[src/design/tcr_pkg.sv]
`timescale 1ns / 1ps
// ----------------------------------------------------------------------------
// Thick circle rasterizer package
// Shared widths, command codes and the walker state type.
// ----------------------------------------------------------------------------
package tcr_pkg;

	localparam int RADIUS_BITS = 10;
	localparam int BRUSH_BITS  = 4;

	localparam int CENTER_W = 12;
	localparam int COORD_W  = 13;
	localparam int COLOR_W  = 8;
	localparam int ALPHA_W  = 8;
	localparam int RADIUS_W = 10;
	localparam int BRUSH_W  = 4;

	localparam int STEP_W = RADIUS_BITS + 1;
	localparam int OFS_W  = BRUSH_BITS + 1;
	localparam int DEC_W  = RADIUS_BITS + 6;
	localparam int SUM_W  = (STEP_W + 2 > COORD_W + 1) ? STEP_W + 2 : COORD_W + 1;

	localparam logic [ALPHA_W-1:0] OPACITY_RESET = 8'd255;

	localparam logic CMD_START   = 1'b0;
	localparam logic CMD_ADVANCE = 1'b1;

	typedef struct packed {
		logic        [STEP_W-1:0]   step_x;
		logic        [STEP_W-1:0]   step_y;
		logic signed [OFS_W-1:0]    offset_i;
		logic signed [OFS_W-1:0]    offset_j;
		logic        [2:0]          octant;
		logic signed [CENTER_W-1:0] center_x;
		logic signed [CENTER_W-1:0] center_y;
	} walk_state_t;

endpackage

[src/design/tcr_pixel_calc.sv]
`timescale 1ns / 1ps
// ----------------------------------------------------------------------------
// Thick circle rasterizer pixel position
// Mirrors the current step into its octant and adds center and brush offset.
// ----------------------------------------------------------------------------
module tcr_pixel_calc import tcr_pkg::*; (
	input  walk_state_t               st,
	output logic signed [COORD_W-1:0] pixel_x,
	output logic signed [COORD_W-1:0] pixel_y
);

	logic        [STEP_W-1:0] mag_x;
	logic        [STEP_W-1:0] mag_y;
	logic signed [SUM_W-1:0]  dx;
	logic signed [SUM_W-1:0]  dy;
	logic signed [SUM_W-1:0]  sum_x;
	logic signed [SUM_W-1:0]  sum_y;

	always_comb begin
		mag_x = st.octant[2] ? st.step_y : st.step_x;
		mag_y = st.octant[2] ? st.step_x : st.step_y;
		dx = $signed({{(SUM_W-STEP_W){1'b0}}, mag_x});
		dy = $signed({{(SUM_W-STEP_W){1'b0}}, mag_y});
		if (st.octant[0]) begin
			dx = -dx;
		end
		if (st.octant[1]) begin
			dy = -dy;
		end
		sum_x = SUM_W'(st.center_x) + dx + SUM_W'(st.offset_i);
		sum_y = SUM_W'(st.center_y) + dy + SUM_W'(st.offset_j);
		pixel_x = sum_x[COORD_W-1:0];
		pixel_y = sum_y[COORD_W-1:0];
	end

endmodule

[config.mk]
export PLATFORM = sky130hd
export DESIGN_NAME = tcr_pixel_calc
export DESIGN_NICKNAME = d
export VERILOG_FILES = /design/src/design/tcr_pkg.sv /design/src/design/tcr_pixel_calc.sv
export SDC_FILE = /design/constraint.sdc
export NUM_CORES = 1
export LEC_CHECK = 0
export BUFFER_PORTS_ARGS = -buffer_cell sky130_fd_sc_hd__buf_2
export CAP_MARGIN = 15
export CORE_MARGIN = 3
export CORE_UTILIZATION = 35
export DETAILED_ROUTE_END_ITERATION = 8
export PLACE_DENSITY = 0.63
export SLEW_MARGIN = 20
export SYNTH_ARGS = -nofsm -noshare
export SYNTH_HDL_FRONTEND = slang
export SYNTH_SLANG_ARGS = --single-unit
[constraint.sdc]
create_clock -name vclk -period 3.79
set_input_delay 0.1895 -clock vclk [all_inputs]
set_output_delay 0.1895 -clock vclk [all_outputs]
set_load 0.01 [all_outputs]
==> impl_metrics.py <==
metrics = {
    "die": {
        "dieWidth_um": 89.62,
        "rows": 29,
        "dieArea_mm2": 0.008032,
        "pin_count": 85,
        "start_util": 0.3726,
        "core_region_area_mm2": 0.006568,
        "fp.dieH_um": 89.62,
    },
    "layout": {
        "nNetsFinal": 498,
        "final_common_cell": "buf_2",
        "drive_above_1_share": 0.3117,
        "stdcell_count": 478,
        "diodes": 0,
        "clockBufferCount": 0,
        "postLayoutCoreUtil": 0.4769,
        "seq_area_um2": 0,
        "fin_area_mm2": 0.003132,
        "syn_to_final_growth_pct": 27.97,
        "final_cell_mix": "buf_2, fa_1, nor2_1",
        "nFlopsAndLatches": 0,
    },
    "power": {
        "vdd_drop_max_uv": 221.0,
        "finalPower_mw": 1.111,
        "p_leak_nw": 1.425,
        "power_density_mw_per_mm2": 354.7,
    },
    "global_routing": {
        "track_usage": 0.1429,
        "grt_overflow_total": 0,
        "grt_max_degree": 29,
        "antenna_found_initial": 0,
        "grt_pass1_wl_mm": 9.660,
        "grt_pass1_vias": 2202,
    },
    "worst_setup_path": {
        "critPathArrivalTime_ns": 3.44,
        "end_kind": "primary output",
        "path_class": "in2out",
        "worstPathMaxFanout": 10,
        "cp-start-kind": "primary input",
        "required_ns": 3.60,
    },
    "yosys": {
        "synth_nets": 410,
        "postSynthCellCount": 299,
        "ys_seq_area_frac": 0,
        "syn_area_per_cell_um2": 8.185,
        "yosys_warnings": 0,
        "ys_types": 51,
        "synth_area_mm2": 0.002447,
    },
    "timing": {
        "setup_violations": 0,
        "setup_ws_ns": 0.1651,
        "setup_tns_ns": 0,
        "worstMarginPinSlew_ns": 0.3584,
        "hold_viol": 0,
        "worst_hold_slack_ns": 0.8444,
        "period_minus_slack_ns": 3.625,
        "slew_violations": 0,
        "max_freq_ghz": 0.2759,
        "min_period_over_period": 0.9564,
        "slew_headroom": 0.7577,
    },
    "route": {
        "antenna_left": 0,
        "drc": 0,
        "wl_mm": 6.130,
        "route.detailed.wl_per_inst_um": 12.82,
        "first_iter_violations": 163,
        "via_count": 2429,
        "firstDrtPassIters": 4,
        "viasPerCell": 5.082,
    },
    "placed_design": {
        "dp_cells": 478,
        "dpl_cell_area_mm2": 0.003037,
        "port_buffers": 85,
        "post-place-ws_ns": 0.02973,
        "dp_hpwl_mm": 5.353,
        "gp_congestion": 0.7861,
    },
    "cts": {
        "postCtsHoldBufs": 0,
    },
    "hold_path": {
        "hold_class": "in2out",
    },
    "status": {
        "status": "finished clean",
    },
    "flow_run": {
        "cap_violations": 0,
    },
}
-- kinds of logic (layout without fill, tap and decap cells) --
kind of cell             count (synthesis)  count (layout)  share of synthesized area
AND/OR/NAND/NOR                         90              90                     0.1830
buffers and inverters                   22             108                    0.03783
multiplexers                            23              23                    0.09509
adder cells (fa/ha/maj)                 52              52                     0.3456
AO/OA/AOI/OAI                           73              73                     0.1989
XOR/XNOR                                39              39                     0.1396
-- metal layers --
layer	GRT usage	part of all wire	wire [um]
met2	0.2347	0.48	2918
met4	0.004060	0.0039	24
met1	0.2158	0.46	2850
met5	0	0	0
met3	0.01095	0.055	336
-- layout make-up --
type                       instances  area (um2)
timing repair buffer              95       515.5
tap                               93       116.4
inverter                          13       48.80
multi-input combinational        277        2451
fill                             676        3436
-- cells in the mapped netlist (2+ instances only) --
cell type / count / share of area
a211oi_1: 4 / 0.012
buf_2: 2 / 0.0041
inv_1: 13 / 0.020
o21ai_0: 18 / 0.037
o21bai_1: 4 / 0.012
nor3_1: 16 / 0.033
o31ai_1: 2 / 0.0061
o22ai_1: 3 / 0.0077
xor2_1: 16 / 0.057
fa_1: 26 / 0.21
nor2b_1: 4 / 0.010
a21oi_1: 14 / 0.029
xnor2_1: 23 / 0.082
mux2_2: 2 / 0.0092
a31oi_1: 2 / 0.0051
mux2i_1: 21 / 0.086
nor2_1: 26 / 0.040
o21a_1: 4 / 0.012
nand2_1: 19 / 0.029
or2_2: 3 / 0.0077
a2111oi_0: 2 / 0.0072
clkbuf_1: 5 / 0.0077
nand3_1: 3 / 0.0061
or3_1: 2 / 0.0051
ha_1: 26 / 0.13
nor3b_1: 2 / 0.0061
nand2b_1: 4 / 0.010
nand4_1: 2 / 0.0051
o41ai_1: 2 / 0.0072
a21o_1: 7 / 0.021
o32a_1: 2 / 0.0082
-- repair_timing --
item                                    CTS  global route
gates resized for setup                   0            26
endpoints found under the setup margin    0             7
buffers inserted                          0             0
-- worst paths after layout --
kind / startpoint / slack (ns) / depth (start not counted) / to
worst max-delay path: st[26] / 0.17 / 13 / pixel_x[9]
worst min-delay path: st[27] / 0.84 / 5 / pixel_y[0]
-- critical path, stage by stage --
cell	delay (ns)
clkbuf_4	0.20
or4_4	0.58
o32a_1	0.33
or2_1	0.25
nand2_1	0.09
xnor2_1	0.14
fa_1	0.45
ha_1	0.39
nand2_1	0.09
o31ai_2	0.28
or2_2	0.17
xor2_1	0.13
buf_2	0.14
-- report_power, final --
part | internal, mW | switching, mW
Combinational | 0.519 | 0.592
Sequential | 0 | 0
Clock | 0 | 0
No activity file was read; power rests on OpenSTA's default activity.
